<file path="src/rtl/fbdm_pkg.sv">
`default_nettype none
// ----------------------------------------------------------------------------
// Frame brightness difference meter package
// Shared item types, widths, scale constants and register indexes.
// ----------------------------------------------------------------------------
package fbdm_pkg;

    localparam int MAX_WIDTH_DEF  = 4096;
    localparam int MAX_HEIGHT_DEF = 4096;

    localparam int PC_W   = 25;
    localparam int BS_W   = 35;
    localparam int DS_W   = 42;
    localparam int BR_W   = 10;
    localparam int SQ_W   = 18;
    localparam int Q_W    = 20;
    localparam int MEGA_W = 20;
    localparam int BD_W   = PC_W + 10;
    localparam int DD_W   = PC_W + SQ_W;
    localparam int BP_W   = BS_W + MEGA_W;
    localparam int DP_W   = DS_W + MEGA_W;

    localparam logic [MEGA_W-1:0] MEGA    = MEGA_W'(1000000);
    localparam logic [9:0]        BR_FULL = 10'd765;
    localparam logic [SQ_W-1:0]   DF_FULL = SQ_W'(195075);

    localparam int QDEPTH = 2;
    localparam int QCW    = $clog2(QDEPTH + 1);

    localparam int CFG_IW = 2;
    localparam int CFG_DW = 18;
    localparam logic [CFG_IW-1:0] CFG_SAMPLE_STEP    = 2'd0;
    localparam logic [CFG_IW-1:0] CFG_SAMPLE_OFFSET  = 2'd1;
    localparam logic [CFG_IW-1:0] CFG_DIFF_THRESHOLD = 2'd2;

    localparam logic [7:0]      STEP_RST   = 8'd10;
    localparam logic [7:0]      OFFSET_RST = 8'd5;
    localparam logic [SQ_W-1:0] THRESH_RST = SQ_W'(14630);

    typedef struct packed {
        logic [7:0] cur_red;
        logic [7:0] cur_green;
        logic [7:0] cur_blue;
        logic [7:0] prev_red;
        logic [7:0] prev_green;
        logic [7:0] prev_blue;
        logic       end_of_row;
        logic       end_of_frame;
    } t_fbdm_item;

    typedef struct packed {
        logic [Q_W-1:0] brightness_ppm;
        logic [Q_W-1:0] difference_ppm;
        logic           no_samples;
    } t_fbdm_res;

    typedef struct packed {
        logic [PC_W-1:0] point_count;
        logic [BS_W-1:0] brightness_sum;
        logic [DS_W-1:0] difference_sum;
    } t_fbdm_snap;

    typedef enum logic [1:0] {
        ST_IDLE,
        ST_MUL,
        ST_DIV,
        ST_DONE
    } t_fbdm_state;

endpackage
`default_nettype wire

</file>
<file path="src/rtl/frame_brightness_difference_meter_top.sv">
`default_nettype none
// ----------------------------------------------------------------------------
// Frame brightness difference meter
// Samples a grid of pixel pairs per frame and reports mean brightness and mean
// thresholded squared difference in millionths of full scale.
// ----------------------------------------------------------------------------
// Throughput: one pixel pair per cycle; full rises only while the two-entry
//   snapshot queue, counting a snapshot being written, holds two frame results.
// Flow: an end-of-frame item passes the front stage register and the snapshot queue,
//   then shift-add scaling and bit-serial division; scaling and division are skipped
//   when no position was sampled. The back end holds one result until it is popped.
// Reset: synchronous, active low; control and config registers return to reset values, sums clear.
// ----------------------------------------------------------------------------
module frame_brightness_difference_meter_top
    import fbdm_pkg::*;
#(
    parameter int MAX_WIDTH  = MAX_WIDTH_DEF,
    parameter int MAX_HEIGHT = MAX_HEIGHT_DEF
) (
    input  wire logic              i_clk,
    input  wire logic              i_rst_n,
    input  wire logic              push,
    output logic                   full,
    input  wire t_fbdm_item        i_item,
    output logic                   empty,
    input  wire logic              pop,
    output t_fbdm_res              o_item,
    input  wire logic              cfg_valid,
    output logic                   cfg_ready,
    input  wire logic [CFG_IW-1:0] i_cfg_index,
    input  wire logic [CFG_DW-1:0] i_cfg_data
);

    logic             accept;
    logic             f_push;
    t_fbdm_snap       f_snap;
    t_fbdm_snap       q_head;
    logic             q_empty;
    logic [QCW-1:0]   q_count;
    logic             q_pop;

    assign cfg_ready = 1'b1;
    assign full      = (({1'b0, q_count} + (QCW + 1)'(f_push)) >= (QCW + 1)'(QDEPTH));
    assign accept    = push && !full;

    fbdm_front #(
        .MAX_WIDTH  (MAX_WIDTH),
        .MAX_HEIGHT (MAX_HEIGHT)
    ) u_front (
        .i_clk       (i_clk),
        .i_rst_n     (i_rst_n),
        .i_accept    (accept),
        .i_item      (i_item),
        .i_cfg_we    (cfg_valid && cfg_ready),
        .i_cfg_index (i_cfg_index),
        .i_cfg_data  (i_cfg_data),
        .o_push      (f_push),
        .o_snap      (f_snap)
    );

    fbdm_queue #(
        .DEPTH (QDEPTH)
    ) u_queue (
        .i_clk   (i_clk),
        .i_rst_n (i_rst_n),
        .i_push  (f_push),
        .i_snap  (f_snap),
        .i_pop   (q_pop),
        .o_head  (q_head),
        .o_empty (q_empty),
        .o_count (q_count)
    );

    fbdm_back u_back (
        .i_clk        (i_clk),
        .i_rst_n      (i_rst_n),
        .i_snap       (q_head),
        .i_snap_empty (q_empty),
        .o_snap_pop   (q_pop),
        .i_pop        (pop),
        .o_empty      (empty),
        .o_res        (o_item)
    );

endmodule
`default_nettype wire

</file>
<file path="src/rtl/fbdm_front.sv">
`default_nettype none
// ----------------------------------------------------------------------------
// Frame brightness difference meter: front end
// Sampling schedule, per-pixel squares and running sums; frame totals are
// pushed as a snapshot at end of frame.
// ----------------------------------------------------------------------------
module fbdm_front
    import fbdm_pkg::*;
#(
    parameter int MAX_WIDTH  = MAX_WIDTH_DEF,
    parameter int MAX_HEIGHT = MAX_HEIGHT_DEF
) (
    input  wire logic              i_clk,
    input  wire logic              i_rst_n,
    input  wire logic              i_accept,
    input  wire t_fbdm_item        i_item,
    input  wire logic              i_cfg_we,
    input  wire logic [CFG_IW-1:0] i_cfg_index,
    input  wire logic [CFG_DW-1:0] i_cfg_data,
    output logic                   o_push,
    output t_fbdm_snap             o_snap
);

    localparam int CW  = $clog2(MAX_WIDTH + 1);
    localparam int RW  = $clog2(MAX_HEIGHT + 1);
    localparam int NCW = (CW > 8) ? CW : 8;
    localparam int NRW = (RW > 8) ? RW : 8;

    logic [7:0]      r_step;
    logic [7:0]      r_offset;
    logic [SQ_W-1:0] r_thresh;

    logic [CW-1:0]   r_col;
    logic [RW-1:0]   r_row;
    logic [NCW-1:0]  r_nsc;
    logic [NRW-1:0]  r_nsr;

    logic            r_s1_valid;
    logic            r_s1_smp;
    logic            r_s1_eof;
    logic [BR_W-1:0] r_s1_br;
    logic [SQ_W-1:0] r_s1_d;

    logic [PC_W-1:0] r_pc;
    logic [BS_W-1:0] r_bs;
    logic [DS_W-1:0] r_ds;

    logic            row_hit;
    logic            col_hit;
    logic [NCW:0]    nsc_sum;
    logic [NRW:0]    nsr_sum;
    logic [NCW-1:0]  nsc_adv;
    logic [NRW-1:0]  nsr_adv;
    logic [CW-1:0]   col_inc;
    logic [RW-1:0]   row_inc;
    logic [SQ_W-1:0] d_sum;
    logic            take;
    logic [DS_W:0]   ds_sum;
    logic [PC_W-1:0] n_pc;
    logic [BS_W-1:0] n_bs;
    logic [DS_W-1:0] n_ds;

    function automatic logic [15:0] sq_abs(input logic [7:0] a, input logic [7:0] b);
        logic [7:0] m;
        m = (a >= b) ? (a - b) : (b - a);
        return 16'(m) * 16'(m);
    endfunction

    always_comb begin
        row_hit = (r_row < RW'(MAX_HEIGHT)) && (NRW'(r_row) == r_nsr);
        col_hit = row_hit && (r_col < CW'(MAX_WIDTH)) && (NCW'(r_col) == r_nsc);
        nsc_sum = (NCW + 1)'(r_nsc) + (NCW + 1)'(r_step);
        nsr_sum = (NRW + 1)'(r_nsr) + (NRW + 1)'(r_step);
        nsc_adv = (nsc_sum > (NCW + 1)'(MAX_WIDTH)) ? NCW'(MAX_WIDTH) : NCW'(nsc_sum);
        nsr_adv = (nsr_sum > (NRW + 1)'(MAX_HEIGHT)) ? NRW'(MAX_HEIGHT) : NRW'(nsr_sum);
        col_inc = (r_col == CW'(MAX_WIDTH)) ? r_col : r_col + 1'b1;
        row_inc = (r_row == RW'(MAX_HEIGHT)) ? r_row : r_row + 1'b1;
        d_sum   = SQ_W'(sq_abs(i_item.cur_red, i_item.prev_red))
                + SQ_W'(sq_abs(i_item.cur_green, i_item.prev_green))
                + SQ_W'(sq_abs(i_item.cur_blue, i_item.prev_blue));
    end

    always_ff @(posedge i_clk) begin
        if (!i_rst_n) begin
            r_step   <= STEP_RST;
            r_offset <= OFFSET_RST;
            r_thresh <= THRESH_RST;
        end else if (i_cfg_we) begin
            unique case (i_cfg_index)
                CFG_SAMPLE_STEP:    r_step   <= i_cfg_data[7:0];
                CFG_SAMPLE_OFFSET:  r_offset <= i_cfg_data[7:0];
                CFG_DIFF_THRESHOLD: r_thresh <= i_cfg_data;
                default: ;
            endcase
        end
    end

    always_ff @(posedge i_clk) begin
        if (!i_rst_n) begin
            r_col      <= '0;
            r_row      <= '0;
            r_nsc      <= NCW'(OFFSET_RST);
            r_nsr      <= NRW'(OFFSET_RST);
            r_s1_valid <= 1'b0;
        end else begin
            r_s1_valid <= i_accept;
            if (i_accept) begin
                if (i_item.end_of_frame) begin
                    r_col <= '0;
                    r_row <= '0;
                    r_nsc <= NCW'(r_offset);
                    r_nsr <= NRW'(r_offset);
                end else if (i_item.end_of_row) begin
                    r_col <= '0;
                    r_row <= row_inc;
                    r_nsc <= NCW'(r_offset);
                    if (row_hit) begin
                        r_nsr <= nsr_adv;
                    end
                end else begin
                    r_col <= col_inc;
                    if (col_hit) begin
                        r_nsc <= nsc_adv;
                    end
                end
            end
        end
    end

    always_ff @(posedge i_clk) begin
        if (i_accept) begin
            r_s1_smp <= col_hit;
            r_s1_eof <= i_item.end_of_frame;
            r_s1_br  <= BR_W'(i_item.cur_red) + BR_W'(i_item.cur_green)
                      + BR_W'(i_item.cur_blue);
            r_s1_d   <= (d_sum > r_thresh) ? d_sum : '0;
        end
    end

    always_comb begin
        take   = r_s1_smp && (r_pc != '1);
        ds_sum = (DS_W + 1)'(r_ds) + (DS_W + 1)'(r_s1_d);
        n_pc   = take ? r_pc + 1'b1 : r_pc;
        n_bs   = take ? r_bs + BS_W'(r_s1_br) : r_bs;
        n_ds   = !take ? r_ds : (ds_sum[DS_W] ? '1 : ds_sum[DS_W-1:0]);
        o_push = r_s1_valid && r_s1_eof;
        o_snap = '{point_count: n_pc, brightness_sum: n_bs, difference_sum: n_ds};
    end

    always_ff @(posedge i_clk) begin
        if (!i_rst_n) begin
            r_pc <= '0;
            r_bs <= '0;
            r_ds <= '0;
        end else if (r_s1_valid) begin
            if (r_s1_eof) begin
                r_pc <= '0;
                r_bs <= '0;
                r_ds <= '0;
            end else begin
                r_pc <= n_pc;
                r_bs <= n_bs;
                r_ds <= n_ds;
            end
        end
    end

endmodule
`default_nettype wire

</file>
<file path="src/rtl/fbdm_queue.sv">
`default_nettype none
// ----------------------------------------------------------------------------
// Frame brightness difference meter: snapshot queue
// Short register queue of frame totals between front and back end.
// ----------------------------------------------------------------------------
module fbdm_queue
    import fbdm_pkg::*;
#(
    parameter int DEPTH = QDEPTH
) (
    input  wire logic                       i_clk,
    input  wire logic                       i_rst_n,
    input  wire logic                       i_push,
    input  wire t_fbdm_snap                 i_snap,
    input  wire logic                       i_pop,
    output t_fbdm_snap                      o_head,
    output logic                            o_empty,
    output logic [$clog2(DEPTH + 1)-1:0]    o_count
);

    localparam int PW = (DEPTH > 1) ? $clog2(DEPTH) : 1;
    localparam int CW = $clog2(DEPTH + 1);

    t_fbdm_snap     r_mem [DEPTH];
    logic [PW-1:0]  r_wptr;
    logic [PW-1:0]  r_rptr;
    logic [CW-1:0]  r_count;

    always_ff @(posedge i_clk) begin
        if (i_push) begin
            r_mem[r_wptr] <= i_snap;
        end
    end

    always_ff @(posedge i_clk) begin
        if (!i_rst_n) begin
            r_wptr  <= '0;
            r_rptr  <= '0;
            r_count <= '0;
        end else begin
            if (i_push) begin
                r_wptr <= (r_wptr == PW'(DEPTH - 1)) ? '0 : r_wptr + 1'b1;
            end
            if (i_pop) begin
                r_rptr <= (r_rptr == PW'(DEPTH - 1)) ? '0 : r_rptr + 1'b1;
            end
            r_count <= r_count + CW'(i_push) - CW'(i_pop);
        end
    end

    assign o_head  = r_mem[r_rptr];
    assign o_empty = (r_count == '0);
    assign o_count = r_count;

`ifndef SYNTH
    a_no_overflow: assert property (@(posedge i_clk) disable iff (!i_rst_n)
        i_push |-> (r_count < CW'(DEPTH)))
        else $error("snapshot queue overflow");
    a_no_underflow: assert property (@(posedge i_clk) disable iff (!i_rst_n)
        i_pop |-> (r_count != '0))
        else $error("snapshot queue underflow");
`endif

endmodule
`default_nettype wire

</file>
<file path="src/rtl/fbdm_back.sv">
`default_nettype none
// ----------------------------------------------------------------------------
// Frame brightness difference meter: back end
// Scales frame totals by one million with a serial shift-add and divides by
// full scale times point count with a restoring divider, one bit per cycle.
// ----------------------------------------------------------------------------
module fbdm_back
    import fbdm_pkg::*;
(
    input  wire logic       i_clk,
    input  wire logic       i_rst_n,
    input  wire t_fbdm_snap i_snap,
    input  wire logic       i_snap_empty,
    output logic            o_snap_pop,
    input  wire logic       i_pop,
    output logic            o_empty,
    output t_fbdm_res       o_res
);

    localparam int CNT_W = $clog2(MEGA_W > Q_W ? MEGA_W : Q_W);

    t_fbdm_state       r_state;
    t_fbdm_state       n_state;
    logic [CNT_W-1:0]  r_cnt;
    logic [MEGA_W-1:0] r_mk;
    logic [BP_W-1:0]   r_sb;
    logic [DP_W-1:0]   r_sd;
    logic [BP_W-1:0]   r_pb;
    logic [DP_W-1:0]   r_pd;
    logic [BD_W-1:0]   r_db;
    logic [DD_W-1:0]   r_dd;
    logic [BP_W-1:0]   r_vb;
    logic [DP_W-1:0]   r_vd;
    logic [Q_W-1:0]    r_qb;
    logic [Q_W-1:0]    r_qd;
    logic              r_ns;
    logic              ge_b;
    logic              ge_d;

    always_ff @(posedge i_clk) begin
        if (!i_rst_n) begin
            r_state <= ST_IDLE;
        end else begin
            r_state <= n_state;
        end
    end

    always_comb begin
        n_state    = r_state;
        o_snap_pop = 1'b0;
        o_empty    = 1'b1;
        unique case (r_state)
            ST_IDLE: begin
                if (!i_snap_empty) begin
                    o_snap_pop = 1'b1;
                    n_state    = (i_snap.point_count == '0) ? ST_DONE : ST_MUL;
                end
            end
            ST_MUL: begin
                if (r_cnt == CNT_W'(MEGA_W - 1)) begin
                    n_state = ST_DIV;
                end
            end
            ST_DIV: begin
                if (r_cnt == CNT_W'(Q_W - 1)) begin
                    n_state = ST_DONE;
                end
            end
            ST_DONE: begin
                o_empty = 1'b0;
                if (i_pop) begin
                    n_state = ST_IDLE;
                end
            end
            default: n_state = ST_IDLE;
        endcase
    end

    assign ge_b = (r_pb >= r_vb);
    assign ge_d = (r_pd >= r_vd);

    always_ff @(posedge i_clk) begin
        unique case (r_state)
            ST_IDLE: begin
                r_cnt <= '0;
                r_mk  <= MEGA;
                r_sb  <= BP_W'(i_snap.brightness_sum);
                r_sd  <= DP_W'(i_snap.difference_sum);
                r_pb  <= '0;
                r_pd  <= '0;
                r_db  <= BD_W'(i_snap.point_count) * BD_W'(BR_FULL);
                r_dd  <= DD_W'(i_snap.point_count) * DD_W'(DF_FULL);
                r_qb  <= '0;
                r_qd  <= '0;
                r_ns  <= (i_snap.point_count == '0);
            end
            ST_MUL: begin
                if (r_mk[0]) begin
                    r_pb <= r_pb + r_sb;
                    r_pd <= r_pd + r_sd;
                end
                r_sb <= r_sb << 1;
                r_sd <= r_sd << 1;
                r_mk <= r_mk >> 1;
                r_vb <= BP_W'(r_db) << (Q_W - 1);
                r_vd <= DP_W'(r_dd) << (Q_W - 1);
                r_cnt <= (r_cnt == CNT_W'(MEGA_W - 1)) ? '0 : r_cnt + 1'b1;
            end
            ST_DIV: begin
                if (ge_b) begin
                    r_pb <= r_pb - r_vb;
                end
                if (ge_d) begin
                    r_pd <= r_pd - r_vd;
                end
                r_qb  <= {r_qb[Q_W-2:0], ge_b};
                r_qd  <= {r_qd[Q_W-2:0], ge_d};
                r_vb  <= r_vb >> 1;
                r_vd  <= r_vd >> 1;
                r_cnt <= r_cnt + 1'b1;
            end
            ST_DONE: ;
            default: ;
        endcase
    end

    assign o_res = '{brightness_ppm: r_qb, difference_ppm: r_qd, no_samples: r_ns};

`ifndef SYNTH
    a_empty_frame_zero: assert property (@(posedge i_clk) disable iff (!i_rst_n)
        (!o_empty && o_res.no_samples) |->
            (o_res.brightness_ppm == '0 && o_res.difference_ppm == '0))
        else $error("empty frame gave non-zero result");
    a_ppm_range: assert property (@(posedge i_clk) disable iff (!i_rst_n)
        !o_empty |-> (o_res.brightness_ppm <= Q_W'(MEGA) &&
                      o_res.difference_ppm <= Q_W'(MEGA)))
        else $error("result above full scale");
    a_pop_idle_only: assert property (@(posedge i_clk) disable iff (!i_rst_n)
        o_snap_pop |=> (r_state == ST_MUL || r_state == ST_DONE))
        else $error("snapshot taken outside idle");
`endif

endmodule
`default_nettype wire

</file>
<file path="config.mk">
export PLATFORM = sky130hd
export DESIGN_NAME = frame_brightness_difference_meter_top
export DESIGN_NICKNAME = d
export VERILOG_FILES = /design/src/rtl/fbdm_pkg.sv /design/src/rtl/frame_brightness_difference_meter_top.sv /design/src/rtl/fbdm_front.sv /design/src/rtl/fbdm_queue.sv /design/src/rtl/fbdm_back.sv
export SDC_FILE = /design/constraint.sdc
export NUM_CORES = 2
export LEC_CHECK = 0
export BUFFER_PORTS_ARGS = -buffer_cell sky130_fd_sc_hd__buf_2
export CORE_MARGIN = 2
export CORE_UTILIZATION = 50
export DETAILED_ROUTE_END_ITERATION = 8
export GPL_TIMING_DRIVEN = 1
export PLACE_DENSITY = 0.62
export SYNTH_ARGS = -nofsm -noshare
export SYNTH_HDL_FRONTEND = slang
export SYNTH_SLANG_ARGS = --single-unit
</file>
<file path="constraint.sdc">
create_clock -name i_clk -period 40.6 [get_ports i_clk]
set_clock_uncertainty 0.15 [all_clocks]
set_input_delay 12.18 -clock i_clk [delete_from_list [all_inputs] [get_ports i_clk]]
set_output_delay 12.18 -clock i_clk [all_outputs]
set_load 0.005 [all_outputs]
</file>
* After elaboration in Yosys (flattened, before gate mapping)
Memory sizes are Yosys's and may differ from the RTL's. A register that Yosys moved wholly into a read port is not among the register bits. Index checks and enable logic that the tools add are counted.
Cells by class: reductions and logical operators 28, multiply operators 5, magnitude comparators 11, multiplexer cells 54, eq/ne operators 20, add/subtract/negate cells 27
Operators by type and width (number):
- case mux 62 bit (2 select lines) | 2
- case mux 55 bit (2 select lines) | 2
- case mux 62 bit (3 select lines) | 1
- two-way mux 13 bit | 14
- case mux 55 bit (3 select lines) | 1
- two-way mux 42 bit | 3
- two-way mux 62 bit | 2
- case mux 20 bit (2 select lines) | 3
- two-way mux 55 bit | 2
- two-way mux 35 bit | 2
- adder 62 bit | 1
- >= comparator 62 bit | 1
- subtractor 62 bit | 1
- adder 55 bit | 1
- >= comparator 55 bit | 1
- subtractor 55 bit | 1
- two-way mux 25 bit | 2
- multiplier 8 x 8 -> 16 bit | 3
- subtractor 8 bit | 6
- adder 42 x 18 -> 43 bit | 1
- multiplier 25 x 18 -> 43 bit (second input constant) | 1
- adder 35 x 10 -> 35 bit | 1
- multiplier 25 x 10 -> 35 bit (second input constant) | 1
- adder 13 x 8 -> 14 bit | 2
- 40 further kinds | 90
Storage, ports and cells: memories kept 1, flip-flop bits (word level) 720, output and inout bits 44, logic and storage cells 178, bits of input ports 75, memory bits (writable) 204
Memories:
- u_queue.r_mem | words 2, bits a word 102, rd ports 1, clocked after Yosys merged registers in 1, write ports 1, line fbdm_queue.sv:24 | t_fbdm_snap r_mem [DEPTH];

* Logic depth before layout (Yosys ltp)
depth after elaboration 7, gate-level depth with buffers 54

* By module
A second synthesis with hierarchy kept.
Unflattened totals: cell total of the unflattened synthesis 7302, area total of the unflattened synthesis 73898.4 sq um
By module, submodules not included:
- fbdm_back | sequential area each 14844.2 sq um, cells an instance 4332, instances 1, area an instance 44039.7 sq um
- fbdm_front | sequential area each 4684.5 sq um, cells an instance 2628, instances 1, area an instance 21928.5 sq um
- fbdm_queue | sequential area each 6226.0 sq um, cells an instance 337, instances 1, area an instance 7901.3 sq um
- frame_brightness_difference_meter_top | sequential area each 0.0 sq um, cells an instance 5, instances 1, area an instance 28.8 sq um

* Worst setup path before layout
OpenSTA, ideal clock, no wires.
path kind input-to-reg, from input port i_item[42] (netlist bit), to register u_front.r_s1_d[10] (data pin), arrival time 23.950 ns, stages on the path 49, setup slack 16.235 ns, cells stage by stage inv_1 ha_1 inv_1 fa_1 a21o_1 a211oi_1 o21ai_1 a21o_1 buf_2 mux2_1 nand3b_1 o21ai_1 xnor2_2 nand2_1 fa_1 fa_1 fa_1 inv_1 (+13 left out) fa_1 inv_1 ha_1 a21oi_1 nor2b_1 o21a_1 o31a_1 o41ai_1 mux2i_1 nand2_1 ha_1 nand2_1 or4_1 o22ai_1 o31a_1 clkbuf_1 buf_1 nor2_1
Between the ends: longest elaborated chain between the ends 6, elaborated cells on any way between the ends 8, classes of those cells 4 x add/sub; 1 x mul; 2 x order compare; 1 x mux
RTL lines:
- start, declared | line frame_brightness_difference_meter_top.sv:24 | input wire t_fbdm_item i_item,
- subtractor 8 bit / >= comparator 8 bit (equally long branches) | line fbdm_front.sv:65 | m = (a >= b) ? (a - b) : (b - a);
- two-way mux 8 bit * | line fbdm_front.sv:65
- multiplier 8 x 8 -> 16 bit * | line fbdm_front.sv:66 | return 16'(m) * 16'(m);
- adder 16 x 16 -> 17 bit * | line fbdm_front.sv:79 | + SQ_W'(sq_abs(i_item.cur_green, i_item.prev_green))
- adder 18 x 16 -> 18 bit * | line fbdm_front.sv:80 | + SQ_W'(sq_abs(i_item.cur_blue, i_item.prev_blue));
- via u_front.d_sum[16] | line fbdm_front.sv:56 | logic [SQ_W-1:0] d_sum;
- > comparator 18 bit * | line fbdm_front.sv:136 | r_s1_d <= (d_sum > r_thresh) ? d_sum : '0;
- end signal, assigned | line fbdm_front.sv:136
- end, declared | line fbdm_front.sv:42 | logic [SQ_W-1:0] r_s1_d;
Mark *: on every way through the listed nets, which the timed path passes. The rest lies on a longest branch. A chain may end at the register's enable or synchronous reset.

* Worst setup path in the final report
from input port i_item[42] (netlist bit), to register u_front.r_s1_d[9] (data pin)
The elaborated chain is that of the path after synthesis.

==> results.tsv <==
metric	value	unit
CP max stage cell	xnor2_1	
Most Frequent Cell on Critical Path	fa_1	
max_slew headroom	24.2	%
maximum clock rate	0.0403	GHz
Cell variety after synth	115	
Area Growth Syn to Fin	8.27	%
hold violation count in the final report	0	
I/O Buffers	117	
syn nets	8466	
setup bufs post-CTS	0	
Antenna Nets Post-Route	0	
status	finished, final reports clean	
GR Util All Layers	26.1	%
cell taking the most area after synthesis	edfxtp_1	
multi-input logic area	42800	µm²
EDFF count, synth	727	
Core Box Area	144000	µm²
CP max stage delay	0.75	ns
cell with the most instances after synthesis	inv_1	
detailed placement HPWL	152000	µm
routed vias	54000	
critical path startpoint category	input port	
Synth area leaders	edfxtp_1 (30%), ha_1 (12%), fa_1 (10%)	
Crit Path Max Fanout	18	
Worst Path Required	40.88	ns
drt wl/cell	20.9	µm
post-DR vias/cell	5.79	
top post-synthesis cells by count	inv_1 (859), edfxtp_1 (727), ha_1 (702), nand2_1 (479), nor2_1 (471)	
Tcrit/Tclk final	61.2	%
Hold WS	0.307	ns
hold_buf cts	0	
initial antenna violation count	4	
register area	25800	µm²
post-synth top area share	30.0	%
DRT iter0 DRCs	3618	
RSZ-0062 raised after global routing	no	
Die W	385	µm
Sink Count	923	
sum of buffers and inverters on the critical path	9	
first-pass GRT wire length	304000	µm
DR pass1 iterations	6	
Tmin final	24.84	ns
gr ovfl total	0	
final setup vio count	0	
kind of critical path	in -> reg	
synthesized area per cell	9.93	µm²
# DRC	0	
# fillers	12800	
H-tree levels	3	
Initial Util	50.5	%
Worst-Margin Slew	1.13	ns
pin count of the biggest net entering global routing	95	
CTS Buf Count	103	
Core Util, Final	54.7	%
die height	385	µm
CTS tree	done	
Mapped Area	72700	µm²
vias in the first global route	53400	
Resized Gates After CTS	0	
Clock Path Buffers	3	
synthesized netlist cell count	7324	
DRT Wirelength	195000	µm
max-slew violation count	0	
Hold WC Path Type	reg -> reg	
CP Capture Type	flop	
Final nets	8474	
synthesized flop and latch total	923	
synth warn	0	
Routability Congestion	0.956	
Ports	119	
Crit path max-delay family	adder cells	
clk root buf	clkbuf_16	
ys flop type	edfxtp_1	
Std-Cell Rows	139	
setup TNS	0	ns
share of cells above drive strength 1	7.19	%
sequential element share of the synthesized area	35.4	%
max_cap viols	0	
Arr. time, crit path	25.12	ns
die area	149000	µm²
fraction of registers with async set/reset	0	%
clk slew on worst S/H paths	0.06	ns
clk_lat worst skew	0.75	ns
-- sequential cells by signal, summed over array words and instances, names as in the netlist, 18 cells and up, named ones only --
name              flops
u_back.r_vd          62
u_back.r_mk          20
u_front.r_pc         25
u_front.r_thresh     18
u_back.r_vb          54
u_back.r_db          34
u_back.r_pb          55
u_front.r_bs         35
u_front.r_s1_d       18
u_back.r_pd          62
u_front.r_ds         42
u_queue.r_mem       204
u_back.r_qb          20
u_back.r_qd          20
u_back.r_sd          62
u_back.r_sb          55
u_back.r_dd          43
-- metrics by stage --
| stage | instance area, µm² | setup slack (ns) | instances |
|---|---|---|---|
| 3_5_place_dp | 75200 | 15.04 | 9130 |
| 6_report | 78800 | 15.76 | 9326 |
| 5_1_grt | 78800 | 15.07 | 9325 |
| 2_1_floorplan | 72700 | 16.24 | 7324 |
| 3_3_place_gp | 75200 | 15.24 | 9130 |
| 4_1_cts | 78800 | 15.80 | 9325 |
-- worst paths after layout --
check | start | endpoint | slack (ns) | cells past startpoint
hold / removal | u_front.r_thresh[14] | u_front.r_thresh[14] | 0.31 | 2
setup reg to reg | flop | u_back.r_dd[40] | 31.73 | 24
setup / recovery | i_item[42] | u_front.r_s1_d[9] | 15.76 | 46
hold reg to reg | u_front.r_thresh[14] | u_front.r_thresh[14] | 0.31 | 2
-- worst min-delay path, delay by kind of cell, from the launching register on --
kind	cells	cell delay, ns
AO/OA/AOI/OAI	1	0.05
AND/OR/NAND/NOR	1	0.05
flip-flops	1	0.31
-- logic make-up after synthesis --
kind of cell | count (synthesis) | share of synthesized area (%)
xor+xnor | 456 | 5.51
other cells | 1 | 0.00516
fa+ha+maj | 1067 | 22.1
compound gates | 1727 | 15.6
buf+inv | 1125 | 5.88
flops | 923 | 35.4
simple gates | 1793 | 12.1
mux | 232 | 3.33
-- per-layer routing --
layer	vias up	routed length [µm]	global-route usage, %
met1	26400	87700	35.8
met5	-	10	0
li1	26000	-	-
met4	2	5420	7.28
met2	1268	93200	44.0
met3	266	8760	2.71
-- cells in the final DEF, fill, tap and decap left out, types with 49 or more instances in the layout --
cell       count
mux2i_1      151
buf_4         49
mux2_2        80
a21o_1       213
nand4_1       79
nor3_1        85
nor2b_1       97
o21ai_0      355
nor2_1       468
xnor2_1      277
inv_1        857
nand3_1      133
o21bai_1      67
fa_1         365
edfxtp_1     727
a31oi_1       64
xor2_1       177
dfxtp_1      195
o21a_1        53
and2_1       136
a211oi_1      51
clkbuf_16    105
nand2b_1      54
a22oi_1       67
a21oi_1      452
and3_1        64
buf_2        117
ha_1         699
nand2_1      478
-- cell type report --
cell class	count	share of cell area [%]
tap	1903	3.02
clock buffer	123	3.51
inverter	862	4.11
timing repair buffer	166	1.21
multi-input combinational	5276	54.4
antenna	1	0.00318
sequential	923	32.7
clock inverter	72	1.04
Power is left out: the tool's default activity adds up to more than one toggle a clock period on the data nets, which glitch-free logic cannot reach.
